<file path="src/rwps_pkg.sv">
// Shared types, widths and constants of the ring window percentile selector.
`timescale 1ns / 1ps

package rwps_pkg;

  // Field widths of the transfer payloads
  localparam int unsigned DATA_W = 32;
  localparam int unsigned SLOT_W = 10;
  localparam int unsigned IDX_W  = 16;
  localparam int unsigned LEN_W  = 11;

  // Default sizes handed to the top level parameters
  localparam int unsigned RING_DEPTH_DEF = 1024;
  localparam int unsigned MAX_WINDOW_DEF = 256;

  // Ring length register after reset
  localparam logic [LEN_W-1:0] LEN_RESET = 11'd1024;

  // Command codes
  localparam logic CMD_WRITE = 1'b0;
  localparam logic CMD_QUERY = 1'b1;

  // One input item
  typedef struct packed {
    logic                     cmd;
    logic [SLOT_W-1:0]        write_slot;
    logic signed [DATA_W-1:0] sample_value;
    logic [IDX_W-1:0]         window_begin;
    logic [IDX_W-1:0]         window_end;
  } rwps_item_t;

  // One result item
  typedef struct packed {
    logic signed [DATA_W-1:0] reference_value;
    logic                     window_too_long;
  } rwps_result_t;

  // Contents of one sorting cell
  typedef struct packed {
    logic              valid;
    logic [DATA_W-1:0] value;
  } rwps_slot_t;

  // Operation broadcast to every sorting cell
  typedef struct packed {
    logic clear;
    logic insert;
    logic shift;
  } rwps_cell_ctrl_t;

  // Sequencer states
  typedef enum logic [2:0] {
    ST_IDLE,
    ST_MOD_WRITE,
    ST_MOD_QUERY,
    ST_SINGLE_RD,
    ST_SINGLE_OUT,
    ST_FILL,
    ST_DRAIN,
    ST_SELECT
  } rwps_state_e;

endpackage

</file>
<file path="src/rwps_cell.sv">
// One sorting cell: keeps a descending order with its neighbors on insert, shifts down on select.
`timescale 1ns / 1ps

module rwps_cell (
  input  logic                        clk_i,
  input  logic                        rst_ni,
  input  rwps_pkg::rwps_cell_ctrl_t   ctrl_i,
  input  logic [rwps_pkg::DATA_W-1:0] ins_value_i,
  input  rwps_pkg::rwps_slot_t        left_i,
  input  logic                        left_cmp_i,
  input  rwps_pkg::rwps_slot_t        right_i,
  output rwps_pkg::rwps_slot_t        slot_o,
  output logic                        cmp_o
);

  logic                        valid_q, valid_d;
  logic [rwps_pkg::DATA_W-1:0] value_q, value_d;

  // Incoming sample belongs above this cell's entry (an empty cell ranks lowest)
  assign cmp_o = !valid_q || ($signed(ins_value_i) > $signed(value_q));

  always_comb begin
    valid_d = valid_q;
    value_d = value_q;
    if (ctrl_i.clear) begin
      valid_d = 1'b0;
    end else if (ctrl_i.insert) begin
      if (cmp_o) begin
        if (left_cmp_i) begin
          valid_d = left_i.valid;
          value_d = left_i.value;
        end else begin
          valid_d = 1'b1;
          value_d = ins_value_i;
        end
      end
    end else if (ctrl_i.shift) begin
      valid_d = right_i.valid;
      value_d = right_i.value;
    end
  end

  always_ff @(posedge clk_i or negedge rst_ni) begin
    if (!rst_ni) begin
      valid_q <= 1'b0;
    end else begin
      valid_q <= valid_d;
    end
  end

  always_ff @(posedge clk_i) begin
    value_q <= value_d;
  end

  assign slot_o.valid = valid_q;
  assign slot_o.value = value_q;

endmodule

</file>
<file path="config.mk">
export PLATFORM = sky130hd
export DESIGN_NAME = rwps_cell
export DESIGN_NICKNAME = d
export VERILOG_FILES = /design/src/rwps_pkg.sv /design/src/rwps_cell.sv
export SDC_FILE = /design/constraint.sdc
export NUM_CORES = 1
export LEC_CHECK = 0
export BUFFER_PORTS_ARGS = -buffer_cell sky130_fd_sc_hd__buf_2
export CAP_MARGIN = 20
export CORE_MARGIN = 2
export CORE_UTILIZATION = 45
export CTS_CLUSTER_SIZE = 20
export DETAILED_ROUTE_END_ITERATION = 6
export GPL_TIMING_DRIVEN = 0
export PLACE_DENSITY = 0.87
export RECOVER_POWER = 100
export SLEW_MARGIN = 5
export SYNTH_ARGS = -nofsm -noshare
export SYNTH_HDL_FRONTEND = slang
export SYNTH_SLANG_ARGS = --single-unit
</file>
<file path="constraint.sdc">
create_clock -name clk_i -period 3.4 [get_ports clk_i]
set_input_delay 0.51 -clock clk_i [delete_from_list [all_inputs] [get_ports clk_i]]
set_output_delay 0.51 -clock clk_i [all_outputs]
set_load 0.02 [all_outputs]
</file>
Word level (Yosys, flattened, before mapping)
Index checks and enable logic that the tools add are counted.
Cells by class
  muxes and demuxes: 9
  equal/unequal tests: 2
  reduce and logical (&&, ||, !) cells: 6
  bitwise logic cells: 1
  magnitude comparators: 1
Operator list (count)
  2-to-1 mux 32 bit: 4
  greater-than comparator 32 bit: 1
  2-to-1 mux 1 bit: 5
  != test 3 x 1 -> 1 bit (second input constant): 1
  AND reduction 3 bit: 1
  nonzero test 3 bit: 1
  != test 2 x 1 -> 1 bit (second input constant): 1
  AND reduction 2 bit: 1
  nonzero test 2 bit: 1
  zero test 1 bit: 1
  logical OR 1 bit: 1
  NOT 1 bit: 1
Word-level totals
  output and inout bits: 34
  register bits after elaboration: 33
  word-level logic and storage cells: 21
  bits of input ports: 104

Logic depth before layout (Yosys ltp)
Gate-level depths: netlist of the first run.
  word-level depth: 5
  mapped depth: 8
  depth with buffers taken out: 8

Worst setup path before layout of the first run
Ideal clock, no wire load.
  path kind: input to register
  start point: input ins_value_i[21] in the netlist's numbering
  end point: register value_q[0] in the netlist's numbering (enable)
  slack: 164 ps
  buffers on the path: 0
  data arrival time: 2845 ps
  stages: 7
  library setup time: 391 ps
  data required time: 3009 ps
  cells stage by stage: ha_1 > a211oi_1 > nor2_1 > or4_1 > o31ai_1 > a32o_2 > o21a_1
Between the ends
  word-level cells in the longest chain between the ends: 4
Ends and longest elaborated chain
  start: declaration: RTL line rwps_cell.sv:8  | input logic [rwps_pkg::DATA_W-1:0] ins_value_i,
  greater-than comparator 32 bit: RTL line rwps_cell.sv:20  | assign cmp_o = !valid_q || ($signed(ins_value_i) > $signed(value_q));
  logical OR 1 bit: RTL line rwps_cell.sv:20
  net cmp_o: RTL line rwps_cell.sv:13  | output logic cmp_o
  != test 2 x 1 -> 1 bit (no line)
  AND reduction 3 bit (no line)
  end signal: assignment: RTL line rwps_cell.sv:52  | value_q <= value_d;
  end: declaration: RTL line rwps_cell.sv:17  | logic [rwps_pkg::DATA_W-1:0] value_q, value_d;
The timed path passes the listed nets, and every way through them passes these cells.
A chain may end at the register's enable or synchronous reset.

Final worst setup path of the first run
  start point: register value_q[21] in the netlist's numbering
  end point: register value_q[18] in the netlist's numbering (enable)
Between the ends
  word-level cells in the longest chain between the ends: 4
Ends and longest elaborated chain (RTL line)
  greater-than comparator 32 bit: rwps_cell.sv:20
  logical OR 1 bit: rwps_cell.sv:20
  != test 2 x 1 -> 1 bit (no line)
  AND reduction 3 bit (no line)
No other way between the ends.

==> metrics, run 1 <==
status=finished, final reports clean; first-pass GRT wire length=11,300 µm; Max Fclk=323 MHz; worst-path fanout max=32; biggest cell delay along the critical path=680 ps; CTS Buf Count=5; core area=5470 µm²; Worst EP required=3310 ps; M1 WL=2750 µm; RePlAce Congestion=0.814; crit start category=register; count leader, synth=a21oi_1; Starting Density=46.2%; Area growth, synth to finish=32.6%; # clock sinks=33; drt total wl=6920 µm; drt pass-1 iters=4; H-Tree Depth=2; Period minus WS final=3100 ps; Synth Register Bits=33; Post-synth EDFFs=32; I/O Pins=138; Tcrit/Tclk final=91.1%; sequential share of the synthesized area=39.0%; uppermost routed layer=met4; Worst Path Class, Setup=reg2reg; NumNets Final=546; Max Cap Violations=0; total die area=6230 µm²; DR WL met3=409 µm; final worst slack=304 ps; HP Class=in2reg; # diodes=0; total global-route track usage=23.0%; Avg WL per Cell=14.3 µm; Die Wd=78.9 µm; syn_nets=403; vias in the first global route=2,603; Clk Latency, worst-skew pair=280 ps; initial antenna violation count=0; largest net degree at the start of global routing=33; pwr dens=342 nW/µm²; top cell type by total area after synthesis=edfxtp_1; Post-synth top cells=a21oi_1, nor2_1, inv_1, mux2i_1; unrepaired setup endpoints after global routing=false; layout cells sized above 1=28.0%; Vias per Instance=5.16; die span in y=78.9 µm; setup slack at placement=97.1 ps; peak supply drop=0.229 mV; crit-path cells=inv_1 -> ha_1 -> a211oi_1 -> nor2_1 -> or4_1 -> o31ai_1 -> a32o_2 -> o21a_2; syn avg cell area=9.47 µm²; Worst Tran Pin Value=819 ps; max-slew headroom at the worst pin=45.4%; Final Max Slew Viols=0; # DRC=0; Root Buffer=clkbuf_8; via count=2,494; Pleak=1.65 nW; largest buffer count on any clock path=2; antenna-violating nets left=0; Post-Layout Cell Count=483; Final setup viols=0; Fin. Hold Viols=0; DRT iter0 DRCs=123; share of the synthesized area in the top cell type=38.0%; Cell variety after synth=33; DP Cell Count=474; most used flip-flop cell after synthesis=edfxtp_1; Max stage delay cell, worst path=o21a_2; Clk pin slew, worst setup/hold paths=70 ps; synth warn=0; post-synthesis cell count=267; CTS tree=done; critical path arrival=3000 ps; num rows=27; post-detail-place hpwl=5690 µm; CP endpoint kind=register; asr flop ratio synth=3.03%; GR Overflow Total=0; clk_skew=7.32 ps; Synth Cell Area=2530 µm²; Port Buffers=135; top post-synthesis cells by area=edfxtp_1, ha_1, mux2i_1, a21oi_1, nor2_1; metal2 WL=3570 µm
[where the power goes]
group	total [W]	switching, W	internal [W]
Combinational	0.000332	0.000193	0.000139
Sequential	0.000503	0.0000152	0.000488
Clock	0.000312	0.000146	0.000165
[area by class of cell]
type                            instances  area, µm²
Buffer                                 12       48.8
Clock buffer                            8       90.1
Fill cell                             521       2120
Inverter                               33        124
Multi-Input combinational cell        189       1370
Sequential cell                        33        986
Tap cell                               72       90.1
Timing Repair Buffer                  136        643
[path summary, 6_finish.rpt]
path	startpoint	to	slack (ps)	cells after the start
max reg2reg	value_q[21]$_DFFE_PP_	value_q[18]$_DFFE_PP_	300	8
max	value_q[21]$_DFFE_PP_	value_q[18]$_DFFE_PP_	300	8
max in group asynchronous	rst_ni	valid_q$_DFFE_PN0P_	2780	2
min reg2reg	valid_q$_DFFE_PN0P_	valid_q$_DFFE_PN0P_	720	2
min in group asynchronous	rst_ni	valid_q$_DFFE_PN0P_	540	2
min	ctrl_i[2]	valid_q$_DFFE_PN0P_	400	2
[sequential cells by signal (all words and copies together) (netlist names)]
register and cells:
value_q 32, valid_q 1
[metrics by stage]
stage                     hold WS, ps  total power, W  util, %  TNS, ps  cell area (µm²)
final                             396         0.00115     61.2        0             3350
after global routing              387         0.00122     61.2        0             3350
after floorplan                   214        0.000712        -        0             2530
after CTS                         384         0.00116     62.0        0             3390
after global placement            285        0.000836     60.2    -8990             3290
after detailed placement          286        0.000852     60.2        0             3290
[placed cells by master (no fill, tap or decap), types with 2 or more instances in the layout]
cell type / count
o211ai_1: 2
o21ai_0: 4
nand4_1: 5
clkbuf_8: 6
nand2_1: 9
a21oi_1: 41
a211oi_1: 4
nand3_1: 2
ha_1: 32
buf_2: 101
inv_1: 33
mux2i_1: 33
clkbuf_1: 46
nor2_1: 40
edfxtp_1: 32
[layer usage]
layer / GRT usage, % / vias up
met3: 3.52 / 16
met5: 0 / -
met4: 6.55 / 0
met2: 43.2 / 96
met1: 26.9 / 1139
li1: - / 1243
[worst max-delay path, delay by kind of cell (launching register included)]
kind / cells / cell delay [ps]
compound gates: 4 / 1430
simple gates: 2 / 590
flops: 1 / 390
fa+ha+maj: 1 / 230
buf+inv: 1 / 70
[timing repair]
action,CTS,global route
buffers inserted,0,0
resized for setup,0,0
hold buffers,1,0
endpoints found under the hold margin,1,0
[cells by family (layout without fill, tap and decap cells)]
| family | after synthesis | after routing | share of synthesized area [%] |
|---|---|---|---|
| buf+inv | 45 | 189 | 6.83 |
| flops | 33 | 33 | 39.0 |
| compound gates | 58 | 58 | 13.3 |
| simple gates | 66 | 66 | 11.9 |
| mux | 33 | 33 | 13.1 |
| fa+ha+maj | 32 | 32 | 15.8 |
Power figures use the tool's default switching activity.
==> inputs of run 2 (changes only) <==
==> constraint.sdc (replaced) <==
create_clock -name clk_i -period 3.2 [get_ports clk_i]
set_input_delay 0.48 -clock clk_i [delete_from_list [all_inputs] [get_ports clk_i]]
set_output_delay 0.48 -clock clk_i [all_outputs]
set_load 0.02 [all_outputs]
==> run 2 against run 1 <==
Effect of this change: clock skew up 4.0 ps; wire length decreased by 3.0%; first-iteration DRC count grew 1.6%; non-clock buffer count is the same; die area is the same; worst hold slack got worse by 29 ps; combinational power up 5%; critical path depth did not move; clock power is 6.7% higher; via count down 1.0%; highest routed layer unchanged.
==> metrics, run 2 (same netlist as run 1, synthesis figures left out) <==
Bufs and invs on worst path=2; Avg WL per Cell=13.9 µm; crit path capture=cmp_o; CP startpoint=value_q[21]$_DFFE_PP_; via count=2,468; post-detail-place hpwl=5430 µm; I/O Pins=138; drt pass-1 iters=4; Tcrit/Tclk final=92.1%; num rows=27; total die area=6230 µm²; Worst path top cell family by delay=compound AO/OA/AOI/OAI gates; DP Cell Count=474; Post-Layout Cell Count=483; H-Tree Depth=2; post-CTS setup buffer count=0; Worst EP required=2720 ps; Clk pin slew, worst setup/hold paths=70 ps; Die Wd=78.9 µm; # diodes=0; critical path arrival=2470 ps; first-pass GRT wire length=10,500 µm; peak supply drop=0.186 mV; Vias per Instance=5.11; HP Class=in2reg; layout cells sized above 1=28.0%; Pleak=1.66 nW; Fin Hold WS=366 ps; setup slack at placement=-37.1 ps; unrepaired setup endpoints after global routing=false; multi-input logic area=1380 µm²; FF-to-FF End=value_q[23]$_DFFE_PP_; Fin. Hold Viols=0; clk_skew=11.3 ps; drt total wl=6710 µm; # clock sinks=33; vias in the first global route=2,399; Starting Density=46.2%; core area=5470 µm²; crit start category=register; NumNets Final=546; Max Cap Violations=0; largest net degree at the start of global routing=33; max-slew headroom at the worst pin=47.3%; reg2reg setup slack=390 ps; CTS tree=done; commonest non-fill, non-tap cell in the layout=buf_2; crit-path cells=inv_1 -> ha_1 -> a211oi_1 -> nor2_1 -> or4_1 -> o31ai_1 -> a32o_1 -> buf_2; Area growth, synth to finish=32.9%; Final Max Slew Viols=0; commonest non-fill, non-tap cells in the layout=buf_2, clkbuf_1, a21oi_1; antenna-violating nets left=0; critical path depth in cells=8; Reg with most FFs=value_q; Max Fclk=339 MHz; biggest cell delay along the critical path=470 ps; # DRC=0; die span in y=78.9 µm; registers with the most flip-flops=value_q x32, valid_q x1; Port Buffers=135; Root Buffer=clkbuf_8; register area=986 µm²; Worst Tran Pin Value=791 ps; R2R cell count=8; worst-path fanout max=3; DRT iter0 DRCs=125; Final setup viols=0; largest buffer count on any clock path=2; Period minus WS final=2950 ps; Clk Latency, worst-skew pair=290 ps; Layout fillers=514; hold path cells=2; status=finished, final reports clean; total global-route track usage=21.5%; RePlAce Congestion=0.804; Worst Path Class, Setup=reg2out; pwr dens=363 nW/µm²; max FFs per register=32; GR Overflow Total=0; Max stage delay cell, worst path=or4_1; CTS Buf Count=5; final worst slack=251 ps; worst r2r src=value_q[21]$_DFFE_PP_; CP endpoint kind=output port; initial antenna violation count=0
==> run 2: through the flow <==
| stage | TNS, ps | util, % | power, W | cell area [µm²] |
|---|---|---|---|---|
| CTS | 0 | 62.0 | 0.00123 | 3390 |
| detailed placement | -1160 | 60.2 | 0.000902 | 3290 |
| global route | 0 | 61.4 | 0.00129 | 3360 |
| floorplan | 0 | - | 0.000756 | 2530 |
| finish | 0 | 61.4 | 0.00122 | 3360 |
| global placement | -108 | 60.2 | 0.000887 | 3290 |
==> run 2: timing repair <==
| action | 4_1_cts | 5_1_grt |
|---|---|---|
| endpoints found under the setup margin | 0 | 7 |
| endpoints found under the hold margin | 1 | 0 |
| hold buffers | 1 | 0 |
| gates resized for setup | 0 | 1 |
==> run 2: worst min-delay path by stage <==
stage / startpoint / endpoint / slack (ps)
floorplan: rst_ni / valid_q$_DFFE_PN0P_ / 180
global placement: rst_ni / valid_q$_DFFE_PN0P_ / 250
detailed placement: rst_ni / valid_q$_DFFE_PN0P_ / 260
CTS: ctrl_i[2] / valid_q$_DFFE_PN0P_ / 350
global route: ctrl_i[2] / valid_q$_DFFE_PN0P_ / 360
finish: ctrl_i[2] / valid_q$_DFFE_PN0P_ / 370
==> run 2: where the power goes <==
part           total, W  switching (W)  internal, W  leakage (nW)
sequential     0.000535      0.0000164     0.000519         0.314
combinational  0.000350       0.000202     0.000148          1.30
clock          0.000333       0.000157     0.000176        0.0455
==> run 2: per-layer routing <==
metal  track usage, %  wire length (µm)  up-vias
met4             6.72               105        0
met2             39.1              3340      102
li1                 -                 -     1242
met1             25.5              2800     1116
met5                0                 0        -
met3             4.20               466        8
==> run 2: area by class of cell <==
type	instances	share of cell area [%]
repair buffers	136	19.2
flip-flops and latches	33	29.4
clock buffers	8	2.68
inverters	33	3.69
multi-input cells	189	40.9
well taps	72	2.68
plain buffers	12	1.45
