--- src/rwps_pkg.sv ---
// Shared types, widths and constants of the ring window percentile selector.
`timescale 1ns / 1ps

package rwps_pkg;

  // Field widths of the transfer payloads
  localparam int unsigned DATA_W = 32;
  localparam int unsigned SLOT_W = 10;
  localparam int unsigned IDX_W  = 16;
  localparam int unsigned LEN_W  = 11;

  // Default sizes handed to the top level parameters
  localparam int unsigned RING_DEPTH_DEF = 1024;
  localparam int unsigned MAX_WINDOW_DEF = 256;

  // Ring length register after reset
  localparam logic [LEN_W-1:0] LEN_RESET = 11'd1024;

  // Command codes
  localparam logic CMD_WRITE = 1'b0;
  localparam logic CMD_QUERY = 1'b1;

  // One input item
  typedef struct packed {
    logic                     cmd;
    logic [SLOT_W-1:0]        write_slot;
    logic signed [DATA_W-1:0] sample_value;
    logic [IDX_W-1:0]         window_begin;
    logic [IDX_W-1:0]         window_end;
  } rwps_item_t;

  // One result item
  typedef struct packed {
    logic signed [DATA_W-1:0] reference_value;
    logic                     window_too_long;
  } rwps_result_t;

  // Contents of one sorting cell
  typedef struct packed {
    logic              valid;
    logic [DATA_W-1:0] value;
  } rwps_slot_t;

  // Operation broadcast to every sorting cell
  typedef struct packed {
    logic clear;
    logic insert;
    logic shift;
  } rwps_cell_ctrl_t;

  // Sequencer states
  typedef enum logic [2:0] {
    ST_IDLE,
    ST_MOD_WRITE,
    ST_MOD_QUERY,
    ST_SINGLE_RD,
    ST_SINGLE_OUT,
    ST_FILL,
    ST_DRAIN,
    ST_SELECT
  } rwps_state_e;

endpackage

--- src/rwps_mod.sv ---
// Iterative remainder unit: one quotient bit per cycle over the 16-bit dividend.
`timescale 1ns / 1ps

module rwps_mod #(
  parameter int unsigned DIV_W = 17,
  localparam int unsigned CNT_W = $clog2(rwps_pkg::IDX_W)
) (
  input  logic                       clk_i,
  input  logic                       rst_ni,
  input  logic                       start_i,
  input  logic [rwps_pkg::IDX_W-1:0] dividend_i,
  input  logic [DIV_W-1:0]           divisor_i,
  output logic                       done_o,
  output logic [DIV_W-1:0]           rem_o
);

  localparam logic [CNT_W-1:0] LAST_STEP = CNT_W'(rwps_pkg::IDX_W - 1);

  logic                       run_q, run_d;
  logic                       done_q, done_d;
  logic [CNT_W-1:0]           cnt_q, cnt_d;
  logic [rwps_pkg::IDX_W-1:0] dvd_q, dvd_d;
  logic [DIV_W-1:0]           div_q, div_d;
  logic [DIV_W-1:0]           rem_q, rem_d;
  logic [DIV_W:0]             trial;
  logic [DIV_W:0]             diff;

  // Shift in the next dividend bit and subtract where it fits
  assign trial = {rem_q, dvd_q[rwps_pkg::IDX_W-1]};
  assign diff  = trial - {1'b0, div_q};

  always_comb begin
    run_d  = run_q;
    done_d = 1'b0;
    cnt_d  = cnt_q;
    dvd_d  = dvd_q;
    div_d  = div_q;
    rem_d  = rem_q;
    if (start_i) begin
      run_d = 1'b1;
      cnt_d = '0;
      dvd_d = dividend_i;
      div_d = divisor_i;
      rem_d = '0;
    end else if (run_q) begin
      dvd_d = dvd_q << 1;
      cnt_d = cnt_q + CNT_W'(1);
      if (trial >= {1'b0, div_q}) begin
        rem_d = DIV_W'(diff);
      end else begin
        rem_d = DIV_W'(trial);
      end
      if (cnt_q == LAST_STEP) begin
        run_d  = 1'b0;
        done_d = 1'b1;
      end
    end
  end

  // Control registers
  always_ff @(posedge clk_i or negedge rst_ni) begin
    if (!rst_ni) begin
      run_q  <= 1'b0;
      done_q <= 1'b0;
      cnt_q  <= '0;
    end else begin
      run_q  <= run_d;
      done_q <= done_d;
      cnt_q  <= cnt_d;
    end
  end

  // Operand registers
  always_ff @(posedge clk_i) begin
    dvd_q <= dvd_d;
    div_q <= div_d;
    rem_q <= rem_d;
  end

  assign done_o = done_q;
  assign rem_o  = rem_q;

endmodule

--- config.mk ---
export PLATFORM = sky130hd
export DESIGN_NAME = rwps_mod
export DESIGN_NICKNAME = d
export VERILOG_FILES = /design/src/rwps_pkg.sv /design/src/rwps_mod.sv
export SDC_FILE = /design/constraint.sdc
export NUM_CORES = 1
export LEC_CHECK = 0
export BUFFER_PORTS_ARGS = -buffer_cell sky130_fd_sc_hd__buf_2
export CAP_MARGIN = 25
export CORE_MARGIN = 5
export CORE_UTILIZATION = 50
export CTS_BUF_LIST = sky130_fd_sc_hd__clkbuf_4 sky130_fd_sc_hd__clkbuf_8
export DETAILED_ROUTE_END_ITERATION = 7
export GPL_TIMING_DRIVEN = 0
export MAX_ROUTING_LAYER = met4
export PLACE_DENSITY = 0.7
export SYNTH_ARGS = -nofsm -noshare
export SYNTH_HDL_FRONTEND = slang
export SYNTH_SLANG_ARGS = --single-unit
export TNS_END_PERCENT = 5
--- constraint.sdc ---
create_clock -name clk_i -period 2.7 [get_ports clk_i]
set_input_delay 0.54 -clock clk_i [delete_from_list [all_inputs] [get_ports clk_i]]
set_output_delay 0.54 -clock clk_i [all_outputs]
set_load 0.03 [all_outputs]
==> After elaboration in Yosys (flattened, before gate mapping) <==
Cells that the tools add are included.
{ "totals": {"ff_bits": 56, "in_bits": 36, "out_inout_bits": 18, "elab_cells": 22} }
{ "op_classes": {"n_addsub": 2, "order_cmp": 1, "eq_ne": 1, "muxes": 11, "n_reduce_logical": 1} }
{ "ops": {"columns": ["operator", "count"], "rows": [
  ["2-to-1 mux 16 bit", 2],
  [">= comparator 18 x 17 -> 1 bit", 1],
  ["2-to-1 mux 17 bit", 1],
  ["subtractor 17 bit", 1],
  ["2-to-1 mux 4 bit", 2],
  ["2-to-1 mux 1 bit", 6],
  ["adder 4 x 1 -> 4 bit, second input constant", 1],
  ["== test 4 bit, second input constant", 1],
  ["nonzero test 2 bit", 1]
]} }

==> Depth between registers and ports, before layout <==
Gate-level depths: netlist (run 1).
{ "logic_depth": {"word_depth": 4, "mapped_depth": 11, "mapped_depth_nobuf": 10} }

==> Least setup slack after synthesis (run 1) <==
OpenSTA, ideal clock, no wires.
{ "synth_timing": {"path_kind": "register to register", "from": "register dvd_q[15] (netlist name)", "to": "register rem_q[7], in the netlist rem_o[7]", "setup_ps": 136, "t_arrival_ps": 2326, "required_ps": 2564, "setup_slack_ps": 238, "path_stages_with_launch": 12, "path_buffers": 1, "period_less_slack_ps": 2462, "cell_sequence": "edfxtp_1 > inv_1 > ha_1 > inv_1 > fa_1 > a21o_1 > a221oi_4 > o22ai_2 > a21o_4 > buf_2 > nor3b_1 > nor4_2"} }
{ "synth_between": {"elab_chain_len": 2, "elab_cells_between_ends": 3, "cone_classes": "add/sub: 1; order compare: 1; mux: 1"} }
{ "synth_rtl": {"columns": ["element", "line", "source"], "rows": [
  ["start, declared", "rwps_mod.sv:22", "logic [rwps_pkg::IDX_W-1:0] dvd_q, dvd_d;"],
  ["start signal, assigned", "rwps_mod.sv:75", "dvd_q <= dvd_d;"],
  ["subtractor 17 bit / >= comparator 18 x 17 -> 1 bit (equally long branches)", "rwps_mod.sv:30, rwps_mod.sv:48", null],
  ["2-to-1 mux 17 bit (*)", "rwps_mod.sv:48", "if (trial >= {1'b0, div_q}) begin"],
  ["end signal, assigned", "rwps_mod.sv:77", "rem_q <= rem_d;"],
  ["end, declared", "rwps_mod.sv:24", "logic [DIV_W-1:0] rem_q, rem_d;"]
]} }
Every way passes the cells marked *; elsewhere a longest branch is shown, timed or not.
A chain may end at the register's enable or synchronous reset.

==> Final worst setup path (run 1) <==
{ "layout_timing": {"from": "register dvd_q[15] (netlist name)", "to": "register rem_q[3], in the netlist rem_o[3]"} }
Same word-level chain as after synthesis.

==> results.md, run 1 <==
- Tmin final: 2.600 ns
- # diodes: 0
- Unrepaired setup endpoints after global routing: no
- CTS tree: done
- Routed met2 length: 3109 um
- Placed wire-length estimate: 4992 um
- Count of unique library cells instantiated by Yosys: 53
- Remaining DRCs: 0
- Final TNS setup: 0 ns
- Placed cell area: 3532 um2
- GRT overflow: 0
- Share of post-route cells with drive strength above 1: 26.05%
- Post-synth top flop: edfxtp_1
- Worst Setup Start Kind: flip-flop
- Area Overhead vs Synth: 14.84%
- Vias in the first global route: 2319
- Die Ht: 89.63 um
- Row count: 29
- Critical path arrival: 2.83 ns
- Main area contributors after synthesis: edfxtp_1, dfxtp_1, ha_1
- Drt pass-1 iters: 4
- Commonest cells post-synth: edfxtp_1, nor2_1, inv_1
- First-iteration detailed-routing DRC count: 138
- Max-slew violations: 0
- Num CTS Buffers: 5
- Largest net degree at the start of global routing: 20
- Antenna-violating nets left: 0
- Peak supply drop: 524.5 uV
- YS warnings: 0
- Yosys top cell area share: 31.25%
- Tcrit/Tclk final: 96.31%
- Die width: 89.63 um
- Flops & latches, synth: 56
- Fin. Hold Viols: 0
- Initial core utilization: 50.80%
- H-tree depth: 2
- Core area: 6241 um2
- Setup CP Type: flip-flop to flip-flop
- Max FO, Critical Path: 10
- Final nets: 411
- Post-synth EDFFs: 33
- DR WL/cell: 15.54 um
- Synth async-reset ratio: 10.71%
- DRT Wirelength: 6744 um
- Root buffer cell: clkbuf_8
- Vias: 2386
- Area leader, netlist: edfxtp_1
- Reg clk slew, reported paths: 0.11 ns
- Count leader, synth: edfxtp_1
- Fillers: 562
- Register area: 1481 um2
- Required time worst endpoint: 2.93 ns
- Synthesized area per cell: 10.75 um2
- Number of port buffers: 53
- HP Class: input pin to async pin
- Final setup fails: 0
- Worst-Margin Slew: 0.6033 ns
- Seq/Total Area, Yosys: 46.72%
- Die ar.: 8034 um2
- M1 WL: 3144 um
- Syn Nets: 350
- Initial antenna violation count: 0
- Max-capacitance violation count: 0
- Max Root-Sink Buffers: 2
- Clk Latency, worst-skew pair: 0.32 ns
- Clock sinks: 56
- Fmax achieved: 0.3845 GHz
- Status: finished, final reports clean
- Vias per std cell: 5.498
- Pwr Density: 926.9 nW/um2
- Pleak: 0.001626 uW
- Post-route cell area: 3641 um2
- Element type at the critical path end: flip-flop
- Synth Cell Area: 3171 um2
- Setup skew after layout: 0.01172 ns
- Top Layer Used: met4
- Met3 WL: 368 um
- Post-Syn Instances: 295
- Wire length of the first global-routing pass: 10930 um
- Routability cong.: 0.9314
- Relative slew slack: 59.63%
- Area of the multi-input gates: 1543 um2
- # IOs: 54
- Total GRT Usage: 18.30%
## where the power goes
| group | total [uW] | switching, uW | internal (uW) |
|---|---|---|---|
| combinational | 1700 | 988 | 710 |
| sequential | 1180 | 124 | 1060 |
| clock | 497 | 307 | 190 |
| total | 3370 | 1420 | 1960 |
## worst paths after layout
kind,from,to,slack (ns),cells past startpoint
min in group clk_i,divisor_i[1],div_q[1]$_DFFE_PP_,0.38,1
max in group asynchronous,rst_ni,cnt_q[0]$_DFFE_PN0P_,2.55,1
worst max-delay path,dvd_q[15]$_DFFE_PP_,rem_o[3]$_SDFFE_PP0P_,0.1,11
worst min register to register,rem_o[15]$_SDFFE_PP0P_,rem_o[15]$_SDFFE_PP0P_,0.52,2
worst max register to register,dvd_q[15]$_DFFE_PP_,rem_o[3]$_SDFFE_PP0P_,0.1,11
worst min-delay path,rst_ni,cnt_q[3]$_DFFE_PN0P_,0.01,1
## state kept, by name, summed over array words and instances, names as in the netlist
register and count:
div_q 17, rem_o 17, dvd_q 16, cnt_q 4
done_o 1, run_q 1
## logic make-up (layout without fill, tap and decap cells)
group                      after synthesis  in the layout  synth area share (%)
and+or+nand+nor                         77             77                 11.72
AOI/OAI and AO/OA                       66             66                 15.94
DFF                                     56             56                 46.72
buffers and inverters                   36             98                 4.775
muxes                                   26             26                 8.958
adders and majority gates               19             19                 7.735
xor gates and xnor gates                15             15                 4.144
## stage by stage
stage | utilization (%) | power [uW] | worst slack [ns] | hold slack (ns) | instances
after floorplan | - | 2464 | 0.2381 | 0.2444 | 295
after global placement | 56.60 | 2828 | 0.02302 | 0.3711 | 425
after detailed placement | 56.60 | 2857 | 0.002468 | 0.3724 | 425
after CTS | 58.22 | 3366 | 0.01861 | 0.01676 | 434
after global routing | 58.34 | 3604 | 0.004485 | 0.005132 | 434
final | 58.34 | 3375 | 0.09951 | 0.01163 | 434
## layer usage
| metal | global-route usage, % | vias up |
|---|---|---|
| li1 | - | 1200 |
| met1 | 24.41 | 1113 |
| met2 | 28.19 | 58 |
| met3 | 3.376 | 15 |
| met4 | 5.954 | 0 |
| met5 | - | - |
## placed cells by master (no fill, tap or decap), types with 3 or more instances in the layout
cell type / count
clkbuf_1: 6
o21a_1: 3
mux2i_1: 10
nand2b_1: 4
o21ai_0: 5
nand3_1: 8
buf_2: 56
a31oi_1: 3
dfxtp_1: 17
a21oi_1: 11
a211oi_1: 10
a21o_1: 7
inv_1: 21
dfrtp_1: 6
and2_1: 3
o21ai_1: 4
nand2_1: 20
ha_1: 18
nand4_1: 5
nor2_1: 26
buf_4: 3
xnor2_1: 9
buf_1: 3
clkbuf_8: 5
edfxtp_1: 33
xor2_1: 6
mux2_2: 15
o31ai_1: 4
## area by class of cell
| class | count | area share (%) |
|---|---|---|
| Multi-Input combinational cell | 203 | 42.37 |
| Clock buffer | 5 | 1.890 |
| Clock inverter | 3 | 0.6873 |
| Sequential cell | 56 | 40.69 |
| Timing Repair Buffer | 54 | 7.491 |
| Buffer | 15 | 2.062 |
| Tap cell | 77 | 2.646 |
| Inverter | 21 | 2.165 |
## worst max-delay path, cell delays in order, from the launching register on
cell and delay (ns):
edfxtp_1 0.38, inv_1 0.09, ha_1 0.16, inv_1 0.05, fa_1 0.39, a21o_1 0.22
a221oi_4 0.28, o22ai_2 0.13, a21o_4 0.26, buf_6 0.16, mux2i_1 0.13, a211oi_1 0.24
## repair_timing
item,in CTS,in global routing
resized for setup,0,3
cloned,0,0
endpoints found under the setup margin,4,12
pin swaps,1,3
buffers inserted,1,0
hold buffers,0,0
(Power assumes the default switching activity.)
==> run 2, diff against run 1 <==
CORE_ASPECT_RATIO = 1.2   (was unset)
==> run 2 against run 1 <==
Final area rose by 0.58%; via count rose by 4.4%; final cell count rose by 1.4%; register-to-register slack improved by 0.04 ns; worst setup slack improved by 0.036 ns; die area barely moved; combinational power barely moved; non-clock buffer count rose by 1; maximum frequency rose by 1.4%; flip-flop and latch count did not move; power rose by 0.87%; count of clock-buffer cells in the layout did not move; critical path type unchanged; highest routed layer unchanged.
==> results.md, run 2 (synthesis gave the netlist of run 1 again) <==
- Element type at the critical path end: flip-flop
- Wire length of the first global-routing pass: 11660 um
- Met3 GRT Util: 2.690%
- NetSw: 1432 uW
- Die width: 82.69 um
- Pre-CTS WS: -0.01725 ns
- Clock power frac: 14.4%
- Total GRT Usage: 19.17%
- DRT Wirelength: 7157 um
- Register area: 1481 um2
- Worst R2R End: rem_o[3]$_SDFFE_PP0P_
- Vias: 2491
- Met1 GRT Util: 25.25%
- Hold slack: 0.01905 ns
- P_int: 1972 uW
- Clock sinks: 56
- Total power: 3404 uW
- Die Ht: 97.23 um
- Routability cong.: 0.9189
- Vias per std cell: 5.661
- Unrepaired setup endpoints after global routing: no
- Final setup fails: 0
- Status: finished, final reports clean
- GRT overflow: 0
- Tmin final: 2.565 ns
- Row count: 31
- Clk Latency, worst-skew pair: 0.32 ns
- Max-slew violations: 0
- Pwr Density: 929.5 nW/um2
- Peak supply drop: 500.1 uV
- Largest net degree at the start of global routing: 20
- Antenna-violating nets left: 0
- Pleak: 0.001632 uW
- Reg2Reg Depth: 11
- # diodes: 0
- # IOs: 54
- Fmax achieved: 0.3899 GHz
- Relative slew slack: 57.24%
- Initial antenna violation count: 0
- Required time worst endpoint: 2.92 ns
- CTS tree: done
- Remaining DRCs: 0
- Setup CP Type: flip-flop to flip-flop
- Vias in the first global route: 2430
- R2R Setup Slk: 0.14 ns
- HP Class: input pin to async pin
- Commonest non-fill, non-tap cells in the layout: buf_2, edfxtp_1, nor2_1
- Max FO, Critical Path: 10
- Max-capacitance violation count: 0
- Sequential power share: 34.7%
- H-tree depth: 2
- Initial core utilization: 52.06%
- Fillers: 555
- Comb power frac: 50.9%
- Core area: 6090 um2
- Share of post-route cells with drive strength above 1: 26.82%
- Die ar.: 8040 um2
- FF-to-FF Start: dvd_q[15]$_DFFE_PP_
- Area Overhead vs Synth: 15.51%
- Commonest non-fill, non-tap cell in the layout: buf_2
- First-iteration detailed-routing DRC count: 145
- Met2 GRT Util: 30.49%
- Num CTS Buffers: 5
- Drt pass-1 iters: 5
- Root buffer cell: clkbuf_8
- Tcrit/Tclk final: 95.00%
- Most Crowded Layer GR: met2
- Placed wire-length estimate: 5244 um
- Post-route setup slack: 0.1351 ns
- Setup skew after layout: 0.01215 ns
- Switching share of power: 42.06%
- Critical path arrival: 2.79 ns
- Number of port buffers: 53
- Max Root-Sink Buffers: 2
- Final nets: 412
- DR WL/cell: 16.27 um
- Fin. Hold Viols: 0
- Worst-Margin Slew: 0.6406 ns
- Layout Utilization: 60.14%
- Reg clk slew, reported paths: 0.11 ns
- Area of the multi-input gates: 1550 um2
- Worst Setup Start Kind: flip-flop
run 2: power groups by stage:
stage	clock network [uW]	registers [uW]	logic (uW)
2_1_floorplan	0	1360	1110
3_3_place_gp	0	1200	1650
3_5_place_dp	0	1200	1660
4_1_cts	508	1180	1700
5_1_grt	543	1200	1880
6_report	492	1180	1730
run 2: per-layer routing:
layer | part of all wire, % | vias up | wire (um)
met2 | 49 | 73 | 3520
met3 | 5.4 | 9 | 389
li1 | - | 1203 | -
met1 | 44 | 1206 | 3149
met4 | 1.4 | 0 | 97
met5 | 0 | - | 0
run 2: repair_timing:
item	4_1_cts	5_1_grt
hold endpoints to repair	0	0
gates resized for setup	1	4
buffers inserted	1	1
setup endpoints to repair	7	15
pin swaps	2	5
hold buffers	0	0
run 2: critical path, stage by stage, from the launching register on:
cell and delay (ns):
edfxtp_1 0.39, inv_1 0.09, ha_1 0.17, inv_1 0.06
fa_2 0.34, a21o_1 0.20, a221oi_4 0.29, o22ai_2 0.16
a21o_4 0.25, buf_6 0.16, mux2i_1 0.12, a211oi_1 0.25
run 2: stage by stage:
| step | TNS, ns | instance area [um2] | std cells |
|---|---|---|---|
| final | 0 | 3662 | 440 |
| after global routing | 0 | 3662 | 440 |
| after detailed placement | -0.01725 | 3538 | 430 |
| after global placement | 0 | 3538 | 430 |
| after floorplan | 0 | 3171 | 295 |
| after CTS | 0 | 3645 | 439 |
run 2: final cells by class:
cell class | count | share of cell area, %
clock inverter | 3 | 0.6833
clock buffer | 5 | 1.879
tap | 82 | 2.801
inverter | 21 | 2.152
buffer | 15 | 2.050
timing repair buffer | 55 | 7.653
sequential | 56 | 40.45
multi-input combinational | 203 | 42.33
run 2: how the worst max path moves through the flow:
stage,from,end
after floorplan,dvd_q[15]$_DFFE_PP_,rem_o[7]$_SDFFE_PP0P_
after global placement,dvd_q[15]$_DFFE_PP_,rem_o[7]$_SDFFE_PP0P_
after detailed placement,dvd_q[15]$_DFFE_PP_,rem_o[7]$_SDFFE_PP0P_
after CTS,dvd_q[15]$_DFFE_PP_,rem_o[3]$_SDFFE_PP0P_
after global routing,dvd_q[15]$_DFFE_PP_,rem_o[7]$_SDFFE_PP0P_
final,dvd_q[15]$_DFFE_PP_,rem_o[3]$_SDFFE_PP0P_
==> run 3, diff against run 2 <==
CORE_ASPECT_RATIO = 0.7   (was 1.2)
==> run 3 against run 2 <==
Via count fell by 2.6%; clock skew rose by 0.0016 ns; register-to-register slack worse by 0.07 ns; worst setup slack got worse by 0.071 ns; maximum frequency down 2.7%; routed wire length shrank 1.4%.
==> results.md, run 3 (synthesis gave the netlist of run 1 again) <==
- Fmax achieved: 0.3794 GHz
- Commonest non-fill, non-tap cells in the layout: buf_2, edfxtp_1, nor2_1
- Critical path arrival: 2.85 ns
- Commonest non-fill, non-tap cell in the layout: buf_2
- DR WL/cell: 16.23 um
- Antenna-violating nets left: 0
- Number of port buffers: 53
- Non-Filler Instances: 435
- Reg clk slew, reported paths: 0.11 ns
- Wire length of the first global-routing pass: 11460 um
- Area Overhead vs Synth: 15.27%
- Drt pass-1 iters: 5
- CTS tree: done
- Required time worst endpoint: 2.92 ns
- Final setup fails: 0
- Setup skew after layout: 0.01375 ns
- Final TNS setup: 0 ns
- Share of post-route cells with drive strength above 1: 26.61%
- P_int: 1986 uW
- Max FO, Critical Path: 10
- Clock sinks: 56
- Element type at the critical path end: flip-flop
- NetSw: 1398 uW
- Layout Utilization: 59.08%
- Placed wire-length estimate: 5243 um
- Die width: 105.2 um
- # IOs: 54
- Routability cong.: 0.9617
- Clock power frac: 14.7%
- Total power: 3384 uW
- Switching share of power: 41.31%
- Post-route setup slack: 0.06444 ns
- Vias: 2425
- Tmin final: 2.636 ns
- Num CTS Buffers: 5
- Tcrit/Tclk final: 97.61%
- Final nets: 411
- DRT Wirelength: 7060 um
- HP Class: input pin to async pin
- Die ar.: 8059 um2
- Max-capacitance violation count: 0
- Max-slew violations: 0
- First-iteration detailed-routing DRC count: 174
- Die Ht: 76.63 um
- Initial core utilization: 51.25%
- H-tree depth: 2
- Unrepaired setup endpoints after global routing: yes
- Dpl cells: 426
- Core area: 6186 um2
- Fin. Hold Viols: 0
- Remaining DRCs: 0
- Pwr Density: 926.0 nW/um2
- Comb power frac: 50.4%
- Vias per std cell: 5.575
- Worst Setup Start Kind: flip-flop
- Row count: 24
- Worst-Margin Slew: 0.6435 ns
- Root buffer cell: clkbuf_8
- Sequential power share: 34.9%
- Peak supply drop: 567.9 uV
- Total GRT Usage: 17.84%
- Pre-CTS WS: 0.008640 ns
- Setup CP Type: flip-flop to flip-flop
- Initial antenna violation count: 0
- Max Root-Sink Buffers: 2
- Vias in the first global route: 2369
- Relative slew slack: 57.05%
- Status: finished, final reports clean
- Pleak: 0.001632 uW
- Clk Latency, worst-skew pair: 0.31 ns
- GRT overflow: 0
- # diodes: 0
- Largest net degree at the start of global routing: 19
## run 3: cell types whose count changed in the layout (fill, tap and decap cells not counted), sizes merged
cell      change
inv           -2
buf           -2
clkinv        +1
clkinvlp      -1
clkbuf        +3
## run 3: critical path: stages, from the launching register on
cell,delay (ns)
edfxtp_1,0.38
inv_1,0.09
ha_2,0.19
inv_1,0.05
fa_1,0.39
a21o_1,0.22
a221oi_4,0.29
o22ai_2,0.13
a21o_4,0.26
buf_6,0.16
mux2i_1,0.14
a211oi_2,0.24
## run 3: metrics by stage
stage                     hold WS [ns]  cell area, um2
after detailed placement        0.3741            3533
after floorplan                 0.2444            3171
after global routing           0.03256            3655
after global placement          0.3726            3533
final                          0.03303            3655
after CTS                      0.03117            3640
## run 3: final cells by class
cell class                 instances  area (um2)
buffer                            15       75.07
clock buffer                       7       90.09
clock inverter                     1       8.758
fill                             535        2531
inverter                          21       78.83
multi-input combinational        203        1550
sequential                        56        1481
tap                               78       97.59
timing repair buffer              54       272.8
## run 3: worst paths after layout
kind	cells after the start	end	slack, ns	start
min in group clk_i	1	div_q[13]$_DFFE_PP_	0.40	divisor_i[13]
setup reg to reg	11	rem_o[8]$_SDFFE_PP0P_	0.06	dvd_q[15]$_DFFE_PP_
hold reg to reg	2	rem_o[15]$_SDFFE_PP0P_	0.51	rem_o[15]$_SDFFE_PP0P_
max in group asynchronous	1	run_q$_DFF_PN0_	2.52	rst_ni
setup / recovery	11	rem_o[8]$_SDFFE_PP0P_	0.06	dvd_q[15]$_DFFE_PP_
hold / removal	1	done_o$_DFF_PN0_	0.03	rst_ni
## run 3: metal layers
metal	part of all wire (%)	global-route usage, %
met1	50	25.73
met2	43	26.07
met4	0.95	3.959
met5	0	-
met3	5.7	3.387
## run 3: power groups by stage
stage	clock, uW	sequential [uW]	combinational (uW)
CTS	516	1180	1680
global route	549	1200	1860
finish	498	1180	1700
detailed placement	0	1200	1650
global placement	0	1200	1640
floorplan	0	1360	1110
## run 3: repair_timing
action / 4_1_cts / 5_1_grt
gates resized for setup: 0 / 4
buffers inserted: 1 / 0
pin swaps: 1 / 6
endpoints found under the setup margin: 2 / 14
hold buffers: 0 / 0
